### src/sv/htx_pkg.sv
// Shared types, character codes, match patterns and helpers for the markup text extractor.
package htx_pkg;

    // Default depth of the lookahead window and the span that patterns cover
    localparam int LOOKAHEAD_DEF = 6;
    localparam int PAT_BYTES     = 6;
    localparam int HEAD_W        = 8 * PAT_BYTES;

    // Character codes
    localparam logic [7:0] CH_LT   = 8'h3C;
    localparam logic [7:0] CH_GT   = 8'h3E;
    localparam logic [7:0] CH_AMP  = 8'h26;
    localparam logic [7:0] CH_CR   = 8'h0D;
    localparam logic [7:0] CH_LF   = 8'h0A;
    localparam logic [7:0] CH_SP   = 8'h20;
    localparam logic [7:0] CH_QUOT = 8'h22;
    localparam logic [7:0] CH_APOS = 8'h27;

    // Patterns, lower case, first character in the top byte
    localparam logic [HEAD_W-1:0] PAT_BODY    = {"<body", 8'h00};
    localparam logic [HEAD_W-1:0] PAT_BODY_CL = {"</body"};
    localparam logic [HEAD_W-1:0] PAT_P       = {"<p", 32'h0};
    localparam logic [HEAD_W-1:0] PAT_DIV     = {"<div", 16'h0};
    localparam logic [HEAD_W-1:0] PAT_BR      = {"<br", 24'h0};
    localparam logic [HEAD_W-1:0] PAT_H       = {"<h", 32'h0};
    localparam logic [HEAD_W-1:0] PAT_LI      = {"<li>", 16'h0};
    localparam logic [HEAD_W-1:0] PAT_TR      = {"<tr>", 16'h0};
    localparam logic [HEAD_W-1:0] PAT_NBSP    = {"&nbsp;"};
    localparam logic [HEAD_W-1:0] PAT_LT      = {"&lt;", 16'h0};
    localparam logic [HEAD_W-1:0] PAT_GT      = {"&gt;", 16'h0};
    localparam logic [HEAD_W-1:0] PAT_AMP     = {"&amp;", 8'h00};
    localparam logic [HEAD_W-1:0] PAT_QUOT    = {"&quot;"};
    localparam logic [HEAD_W-1:0] PAT_APOS    = {"&apos;"};

    // Input and result payloads
    typedef struct packed {
        logic [7:0] in_byte;
        logic       end_of_stream;
    } in_item_t;

    typedef struct packed {
        logic [7:0] out_byte;
        logic       run_last;
    } out_item_t;

    // Scanner state carried from byte to byte
    typedef struct packed {
        logic       in_tag;
        logic       in_body;
        logic [2:0] skip;
    } scan_state_t;

    // Outcome of scanning the window head
    typedef struct packed {
        logic        emit;
        logic [7:0]  char_out;
        scan_state_t state;
    } scan_result_t;

    // Fold ASCII upper case letters to lower case
    function automatic logic [7:0] fold(input logic [7:0] c);
        logic [7:0] r;
        r = c;
        if (c >= 8'h41 && c <= 8'h5A) begin
            r = c + 8'h20;
        end
        return r;
    endfunction

    // Match the first len bytes of the head against a pattern; invalid bytes mismatch
    function automatic logic pat_hit(
        input logic [HEAD_W-1:0]    head,
        input logic [PAT_BYTES-1:0] vld,
        input logic [HEAD_W-1:0]    pat,
        input logic [2:0]           len
    );
        logic hit;
        hit = 1'b1;
        for (int i = 0; i < PAT_BYTES; i++) begin
            if (3'(i) < len) begin
                if (!vld[i] ||
                    fold(head[HEAD_W-1-8*i -: 8]) != pat[HEAD_W-1-8*i -: 8]) begin
                    hit = 1'b0;
                end
            end
        end
        return hit;
    endfunction

endpackage

### src/sv/html_text_extractor.sv
// A byte is scanned once the transfer that puts LOOKAHEAD-1 bytes behind it is registered;
// its text character then passes the hold stage (h_byte_reg) and output register to m_data.
// Throughput: one byte per cycle, one head scan per cycle through the window, while the output does not stall.
// End of stream: the window drains one byte per cycle unless the output stalls; input is held
// (s_ready low) until every byte left in the window has been scanned.
// Reset (aresetn low, synchronous) empties the window and pipeline and clears body_default.
module html_text_extractor #(
    parameter int LOOKAHEAD = htx_pkg::LOOKAHEAD_DEF
) (
    input  logic               aclk,
    input  logic               aresetn,
    input  logic               s_valid,
    output logic               s_ready,
    input  htx_pkg::in_item_t  s_data,
    output logic               m_valid,
    input  logic               m_ready,
    output htx_pkg::out_item_t m_data,
    input  logic               cfg_valid,
    output logic               cfg_ready,
    input  logic               cfg_data
);
    import htx_pkg::*;

    localparam int WIN_D = LOOKAHEAD + 1;
    localparam int CNT_W = $clog2(WIN_D + 1);

    logic [7:0]       win_reg [WIN_D];
    logic [7:0]       win_next [WIN_D];
    logic [CNT_W-1:0] count_reg, count_next, wr_pos;
    logic             flush_reg, flush_next;
    logic             start_reg, start_next;
    logic             body_default_reg;
    scan_state_t      st_reg, st_next;
    logic             h_valid_reg, h_valid_next;
    logic             h_done_reg, h_done_next;
    logic [7:0]       h_byte_reg, h_byte_next;
    logic             m_valid_reg, m_valid_next;
    out_item_t        m_data_reg, m_data_next;

    logic [HEAD_W-1:0]    head;
    logic [PAT_BYTES-1:0] vld;
    scan_result_t         scan_res;
    logic                 o_free, step_avail, fl_step, fin, go, accept;

    // Present the window head to the scanner
    always_comb begin
        for (int i = 0; i < PAT_BYTES; i++) begin
            head[HEAD_W-1-8*i -: 8] = win_reg[i];
            vld[i]                  = count_reg > CNT_W'(i);
        end
    end

    htx_scan u_scan (
        .head     (head),
        .vld      (vld),
        .state_in (st_reg),
        .res      (scan_res)
    );

    // Step and transfer control
    assign o_free     = !m_valid_reg || m_ready;
    assign step_avail = (count_reg >= CNT_W'(LOOKAHEAD)) || (flush_reg && count_reg != '0);
    assign fl_step    = flush_reg && count_reg <= CNT_W'(LOOKAHEAD);
    assign fin        = flush_reg && count_reg == CNT_W'(1);
    assign s_ready    = !flush_reg && count_reg < CNT_W'(WIN_D);
    assign accept     = s_valid && s_ready;
    assign cfg_ready  = 1'b1;
    assign m_valid    = m_valid_reg;
    assign m_data     = m_data_reg;

    always_comb begin
        if (!h_valid_reg) begin
            go = step_avail;
        end else if (h_done_reg) begin
            go = step_avail && o_free;
        end else begin
            go = step_avail && (o_free || !scan_res.emit);
        end
    end

    // Hold stage and output register
    always_comb begin
        m_valid_next = m_valid_reg && !m_ready;
        m_data_next  = m_data_reg;
        h_valid_next = h_valid_reg;
        h_done_next  = h_done_reg;
        h_byte_next  = h_byte_reg;
        if (h_valid_reg && h_done_reg && o_free) begin
            m_valid_next         = 1'b1;
            m_data_next.out_byte = h_byte_reg;
            m_data_next.run_last = 1'b1;
            h_valid_next         = 1'b0;
        end else if (h_valid_reg && !h_done_reg && go && scan_res.emit) begin
            m_valid_next         = 1'b1;
            m_data_next.out_byte = h_byte_reg;
            m_data_next.run_last = 1'b0;
            h_valid_next         = 1'b0;
        end
        if (go) begin
            if (scan_res.emit) begin
                h_valid_next = 1'b1;
                h_byte_next  = scan_res.char_out;
                h_done_next  = !fl_step || fin;
            end else if (h_valid_reg && !h_done_reg) begin
                h_done_next = fin;
            end
        end
    end

    // Window shift and load, scanner state, stream control
    always_comb begin
        st_next    = st_reg;
        flush_next = flush_reg;
        start_next = start_reg;
        for (int i = 0; i < WIN_D; i++) begin
            win_next[i] = win_reg[i];
        end
        if (go) begin
            st_next = scan_res.state;
            for (int i = 0; i < WIN_D - 1; i++) begin
                win_next[i] = win_reg[i+1];
            end
            win_next[WIN_D-1] = 8'h00;
            if (fin) begin
                st_next.in_tag = 1'b0;
                st_next.skip   = 3'd0;
                flush_next     = 1'b0;
                start_next     = 1'b1;
            end
        end
        wr_pos = count_reg - CNT_W'(go);
        if (accept) begin
            for (int i = 0; i < WIN_D; i++) begin
                if (CNT_W'(i) == wr_pos) begin
                    win_next[i] = s_data.in_byte;
                end
            end
            if (start_reg) begin
                st_next.in_body = body_default_reg;
                start_next      = 1'b0;
            end
            if (s_data.end_of_stream) begin
                flush_next = 1'b1;
            end
        end
        count_next = wr_pos + CNT_W'(accept);
    end

    // Control registers
    always_ff @(posedge aclk) begin
        if (!aresetn) begin
            count_reg        <= '0;
            flush_reg        <= 1'b0;
            start_reg        <= 1'b1;
            body_default_reg <= 1'b0;
            st_reg           <= '0;
            h_valid_reg      <= 1'b0;
            h_done_reg       <= 1'b0;
            m_valid_reg      <= 1'b0;
        end else begin
            count_reg   <= count_next;
            flush_reg   <= flush_next;
            start_reg   <= start_next;
            st_reg      <= st_next;
            h_valid_reg <= h_valid_next;
            h_done_reg  <= h_done_next;
            m_valid_reg <= m_valid_next;
            if (cfg_valid && cfg_ready) begin
                body_default_reg <= cfg_data;
            end
        end
    end

    // Payload registers
    always_ff @(posedge aclk) begin
        for (int i = 0; i < WIN_D; i++) begin
            win_reg[i] <= win_next[i];
        end
        h_byte_reg <= h_byte_next;
        m_data_reg <= m_data_next;
    end

endmodule

### src/sv/htx_scan.sv
// Window head scanner: tag tracking, body mode, block breaks and entity decode.
module htx_scan (
    input  logic [htx_pkg::HEAD_W-1:0]    head,
    input  logic [htx_pkg::PAT_BYTES-1:0] vld,
    input  htx_pkg::scan_state_t          state_in,
    output htx_pkg::scan_result_t         res
);
    import htx_pkg::*;

    logic [7:0] c;
    logic       body_next;
    logic       brk_hit;

    assign c = head[HEAD_W-1 -: 8];

    // Any block tag that starts a new line
    assign brk_hit = pat_hit(head, vld, PAT_P,   3'd2) || pat_hit(head, vld, PAT_DIV, 3'd4) ||
                     pat_hit(head, vld, PAT_BR,  3'd3) || pat_hit(head, vld, PAT_H,   3'd2) ||
                     pat_hit(head, vld, PAT_LI,  3'd4) || pat_hit(head, vld, PAT_TR,  3'd4);

    // Body mode after a tag opener
    always_comb begin
        body_next = state_in.in_body;
        if (pat_hit(head, vld, PAT_BODY, 3'd5)) begin
            body_next = 1'b1;
        end
        if (pat_hit(head, vld, PAT_BODY_CL, 3'd6)) begin
            body_next = 1'b0;
        end
    end

    // Classify the head byte
    always_comb begin
        res          = '0;
        res.state    = state_in;
        res.char_out = c;
        priority if (state_in.skip != 3'd0) begin
            res.state.skip = state_in.skip - 3'd1;
        end else if (c == CH_LT) begin
            res.state.in_tag  = 1'b1;
            res.state.in_body = body_next;
            res.emit          = body_next && brk_hit;
            res.char_out      = CH_CR;
        end else if (c == CH_GT) begin
            res.state.in_tag = 1'b0;
        end else if (state_in.in_tag || !state_in.in_body) begin
            res.emit = 1'b0;
        end else if (c == CH_AMP) begin
            res.emit = 1'b1;
            priority if (pat_hit(head, vld, PAT_NBSP, 3'd6)) begin
                res.char_out   = CH_SP;
                res.state.skip = 3'd5;
            end else if (pat_hit(head, vld, PAT_LT, 3'd4)) begin
                res.char_out   = CH_LT;
                res.state.skip = 3'd3;
            end else if (pat_hit(head, vld, PAT_GT, 3'd4)) begin
                res.char_out   = CH_GT;
                res.state.skip = 3'd3;
            end else if (pat_hit(head, vld, PAT_AMP, 3'd5)) begin
                res.char_out   = CH_AMP;
                res.state.skip = 3'd4;
            end else if (pat_hit(head, vld, PAT_QUOT, 3'd6)) begin
                res.char_out   = CH_QUOT;
                res.state.skip = 3'd5;
            end else if (pat_hit(head, vld, PAT_APOS, 3'd6)) begin
                res.char_out   = CH_APOS;
                res.state.skip = 3'd5;
            end else begin
                res.char_out = CH_AMP;
            end
        end else if (c == CH_CR || c == CH_LF) begin
            res.emit     = 1'b1;
            res.char_out = CH_SP;
        end else begin
            res.emit = 1'b1;
        end
    end

endmodule

### config.mk
export PLATFORM = sky130hd
export DESIGN_NAME = html_text_extractor
export DESIGN_NICKNAME = d
export VERILOG_FILES = /design/src/sv/htx_pkg.sv /design/src/sv/html_text_extractor.sv /design/src/sv/htx_scan.sv
export SDC_FILE = /design/constraint.sdc
export NUM_CORES = 1
export LEC_CHECK = 0
export BUFFER_PORTS_ARGS = -buffer_cell sky130_fd_sc_hd__buf_4
export CAP_MARGIN = 20
export CORE_MARGIN = 4
export CORE_UTILIZATION = 56
export CTS_CLUSTER_DIAMETER = 150
export DETAILED_ROUTE_END_ITERATION = 10
export HOLD_SLACK_MARGIN = 0.08
export PLACE_DENSITY = 0.83
export SYNTH_ARGS = -nofsm -noshare
export SYNTH_HDL_FRONTEND = slang
export SYNTH_SLANG_ARGS = --single-unit
### constraint.sdc
create_clock -name aclk -period 4.2 [get_ports aclk]
set_input_delay 0.42 -clock aclk [delete_from_list [all_inputs] [get_ports aclk]]
set_output_delay 0.42 -clock aclk [all_outputs]
set_load 0.01 [all_outputs]
# Yosys cells after proc, flatten, opt, wreduce, memory -nomap -nowiden
# Memory sizes are Yosys's and may differ from the RTL's.
# Index checks and enable logic that the tools add are counted.
# classes
mux,402
magnitude_cmp,21
n_eq_ne,66
addsub,9
n_reduce_logical,106
# op_table
op,count
8-bit two-way mux,257
"8-bit by 7-bit != test with 1-bit output, second input constant",35
1-bit two-way mux,125
"8-bit by 6-bit != test with 1-bit output, second input constant",15
56-bit two-way mux,2
1-bit logical OR,61
"8-bit by 6-bit adder with 8-bit output, second input constant",6
"8-bit by 7-bit >= comparator with 1-bit output, second input constant",6
"8-bit by 7-bit less-or-equal comparator with 1-bit output, second input constant",6
3-bit two-way mux,12
9-bit two-way mux,3
"8-bit by 6-bit equality test with 1-bit output, second input constant",3
1-bit logical AND,20
"8-bit by 4-bit equality test with 1-bit output, second input constant",2
1-bit zero test,13
3-bit nonzero test,4
11-bit two-way mux,1
10-bit two-way mux,1
"3-bit equality test, first input constant",3
"3-bit by 2-bit != test with 1-bit output, second input constant",3
8-bit nonzero test,1
"2-bit by 3-bit equality test with 1-bit output, first input constant",2
"3-bit by 1-bit > comparator with 1-bit output, second input constant",2
"3-bit by 2-bit > comparator with 1-bit output, second input constant",2
16 further kinds,19
# totals
input_bits,15
memories,1
register_bits,31
ramBits,56
# mem_list
name,depth,width,read_ports,rd_ports_with_merged_regs,wr,line_no,source
win_reg,7,8,7,0,7,html_text_extractor.sv:27,logic [7:0] win_reg [WIN_D];

# Longest topological paths before layout
# An unclocked memory read counts as a cell.
# logic_depth
depth_word,159
depth_mapped,19
mapped_depth_nobuf,14

# Hierarchy
# Synthesis repeated with hierarchy kept, for this count alone.
# hier_totals
hier_cells,559
area_unflattened_um2,5402.7
# by_module_without_submodules
mod,instances,cells_per_inst,area_per_inst_um2
html_text_extractor,1,321,3826.2
htx_scan,1,238,1576.5

# Worst setup path before layout
# No wires, ideal clock.
# synth_path
path_type,reg-to-reg
from,memory win_reg[3][1]
to,memory win_reg[3][7]
path_stages_with_launch,19
slack_ns,0.305
synth_period_minus_slack_ns,3.895
setup_time_ns,0.133
arrival_time_ns,3.762
required_time_ns,4.067
path_cell_list,dfxtp_1 > or4_4 > a2111oi_0 > nor4b_2 > nor3_1 > a211oi_1 > nand2b_1 > buf_4 > inv_2 > buf_6 > buf_6 > ha_1 > ha_1 > clkbuf_1 > or3_1 > clkbuf_1 > clkbuf_1 > nor2_1 > a31oi_1
# synth_lines
item,line_no
from (decl),html_text_extractor.sv:27

==> impl_metrics.yaml <==
placed_design:
  post-dp-hpwl_microns: 10600
  place_congestion: 0.950
  pre_cts_slack_ns: 0.405
  port_buffers: 25
  place_area_sq_mm: 0.00524
synthesis:
  synth-edff-count: 16
  synth_top_family_by_area: "simple AND/OR/NAND/NOR gates"
  synthArstFlopShare: 0
  synth_compound_area_frac: 0.199
  synth_adder_area_share: 0.0246
  ys_seq_area_frac: 0.374
  syn-instance-count: 650
  yosysUniqueCellTypes: 71
  yosys_warnings: 0
  syn_nets: 675
  syn_area_per_cell_sq_um: 7.82
  syn_area_sq_mm: 0.00508
  ys.flop_type: "dfxtp_1"
  synth-seq-cells: 87
  yosys.area_share.simple: 0.334
  synthMuxAreaShare: 0.00788
  synthXorXnorAreaFrac: 0.00862
sta:
  setup_violations: 0
  setup-tns-final_ns: 0
  fin_skew_ns: 0.00752
  finalCriticalPeriod_ns: 3.93
  post-route-period-util: 0.936
  grt_setup_unrepaired: "true"
  slew_violations: 0
  relSlewSlack: 0.446
  fmax_mhz: 254
  setup_ws_ns: 0.270
  worst_pin_slew_ns: 0.825
  hold_viol: 0
min_path:
  hold_path.class: "input pin to flop"
  whs_endpoint: "body_default_reg$_SDFFE_PN0P_"
  min_from: "cfg_data"
  min_path_cells: 3
route:
  drt-total-wl_microns: 14300
  post-route-drc-count: 0
  dr.pass1.iters: 5
  vias_per_cell: 6.43
  drt_iter0_drc: 385
  wl_per_cell_microns: 18.6
  ant_nets: 0
  num_vias: 4940
layout:
  fillers: 821
  final_common_cell: "nand2_1"
  nets: 680
  multi_input_area_sq_mm: 0.00293
  final_core_util: 0.626
  syn_to_final_growth_pct: 7.98
  fin_area_sq_mm: 0.00549
  largest_register_ffs: 56
  register_area_sq_mm: 0.00190
  drive_above_1_share: 0.103
  layout_common_cells: "135 x nand2_1, 75 x nor2_1, 71 x dfxtp_1, 50 x a31oi_1, 32 x buf_4"
  diodes: 0
setup_path:
  r2r-start: "win_reg[3][1]$_DFF_P_"
  cp.arrival_ns: 4.14
  worstSetupEndpointType: "flop"
  start_kind: "flop"
  critPathTopFamily: "simple AND/OR/NAND/NOR gates"
  path_buf_inv: 1
  crit_fanout: 16
  slowest_stage: "or4_4"
  crit_top_cell: "ha_1"
  crit_type: "flop to flop"
  required_ns: 4.41
  r2r_cells: 13
  crit_path_cell_trace: "or4_4, a2111oi_0, nor4b_2, nor3_1, a211oi_1, nand2b_1, inv_2, ha_1, ha_1, xor2_1, nand3_1, nor2_1, a31oi_1"
  r2r-end: "win_reg[4][3]$_DFF_P_"
  slowest_delay_ns: 0.58
  r2r_slack_ns: 0.27
power_and_ir_drop:
  power_frac_clock: 0.205
  swShare: 0.406
  pwr-share-seq: 0.494
  power_frac_comb: 0.301
  p_switching_uw: 1290
  power_leakage_uw: 0.00210
  p_per_area_mw_per_mm2: 579
  ir_worst_vdd_v: 0.000357
  p_int_uw: 1890
  p_total_uw: 3180
clock_network:
  clk_latency_ns: 0.36
  cts.sinks: 87
  root_buffer: "clkbuf_8"
  cts_tree: "done"
  cts.reportedPaths.clkPinSlew_ns: 0.09
  cts_hold_buf: 0
  cts_buffers: 9
  clockBufferDepth: 2
  cts_htree_levels: 3
floorplanning:
  start_util: 0.580
  die_w_microns: 103
  die_h_microns: 103
  rows: 34
  core_area_sq_mm: 0.00876
  io_pins: 27
  dieArea_sq_mm: 0.0107
grt:
  grt_pass1_wl_microns: 23200
  grt_util_all_layers: 0.278
  grt_pass1_vias: 4538
  antenna_found_initial: 0
  grt_max_degree: 56
  grt-ovfl-total: 0
run_status:
  status: "finished clean"
run:
  cap_violations: 0
## repair_timing
action	CTS	global route
gates resized for setup	0	3
endpoints found under the setup margin	0	38
buffers inserted	0	0
## area by class of cell
class,instances,share of cell area
Clock buffer,13,0.0328
Clock inverter,3,0.00867
Inverter,13,0.00890
Multi-Input combinational cell,512,0.534
Sequential cell,87,0.347
Tap cell,108,0.0246
Timing Repair Buffer,32,0.0438
## cell usage after synthesis (all sizes together), types with 2 or more instances
master,instances,area [sq um]
or3,10,62.6
and4,4,35.0
nor4bb,2,20.0
nor3,18,90.1
nand2b,12,75.1
nor2,75,282
nand4bb,2,22.5
a22oi,3,22.5
and3,6,37.5
and4b,3,30.0
nor2b,10,62.6
and2,13,81.3
edfxtp,16,480
o21a,2,15.0
a21boi,3,22.5
ha,10,125
nand4,6,37.5
nor4,10,62.6
buf,18,138
mux2i,4,40.0
nand2,135,507
o21ai,23,145
a21o,5,37.5
o22ai,6,37.5
or4,5,41.3
nor4b,6,58.8
a22o,2,17.5
a221oi,3,26.3
clkbuf,20,75.1
xor2,2,17.5
o41ai,2,17.5
o22a,2,17.5
o31a,2,17.5
nand3,15,75.1
a31o,4,35.0
a31oi,50,313
nor3b,6,45.0
o211ai,5,37.5
a21oi,16,80.1
o2111ai,3,26.3
dfxtp,71,1420
nand4b,5,43.8
xnor2,3,26.3
inv,13,48.8
## power by group through the flow
stage | combinational [uW] | clock [uW] | sequential (uW)
floorplan | 807 | 0 | 1360
CTS | 936 | 653 | 1560
finish | 956 | 651 | 1570
detailed placement | 931 | 0 | 1570
global placement | 903 | 0 | 1560
global route | 1080 | 690 | 1610
## routing by layer
| layer | track usage | wire, microns |
|---|---|---|
| met1 | 0.373 | 6190 |
| met5 | 0 | 0 |
| met3 | 0.0362 | 951 |
| met4 | 0.102 | 379 |
| met2 | 0.461 | 6780 |
## worst max-delay path by stage
stage,start,end,slack [ns],cells past startpoint
final,win_reg[3][1]$_DFF_P_,win_reg[4][3]$_DFF_P_,0.27,13
after global routing,win_reg[3][1]$_DFF_P_,win_reg[0][2]$_DFF_P_,-0.13,13
after CTS,win_reg[3][1]$_DFF_P_,win_reg[2][7]$_DFF_P_,0.33,13
after detailed placement,win_reg[0][5]$_DFF_P_,win_reg[2][7]$_DFF_P_,0.41,14
after global placement,win_reg[3][1]$_DFF_P_,win_reg[2][7]$_DFF_P_,0.44,11
after floorplan,win_reg[3][1]$_DFF_P_,win_reg[3][7]$_DFF_P_,0.31,18
## tightest hold or removal path: cells and delay by family
kind                   cells  cell delay, ns
muxes                      1            0.05
buffers and inverters      1            0.08
and+or+nand+nor            1            0.09
## kinds of logic (layout without fill, tap and decap cells)
family,count (synthesis),after routing
other,1,1
DFF,87,87
adders and majority gates,10,10
xor gates and xnor gates,5,5
and+or+nand+nor,346,346
buffers and inverters,51,61
muxes,4,4
AOI/OAI and AO/OA,146,146
## metrics by stage
| step | hold WS, ns | instances |
|---|---|---|
| after floorplan | 0.435 | 650 |
| after global routing | 0.337 | 768 |
| final | 0.317 | 768 |
| after global placement | 0.447 | 752 |
| after CTS | 0.312 | 768 |
| after detailed placement | 0.451 | 752 |
Note: power is estimated with default switching activity, not from simulation.
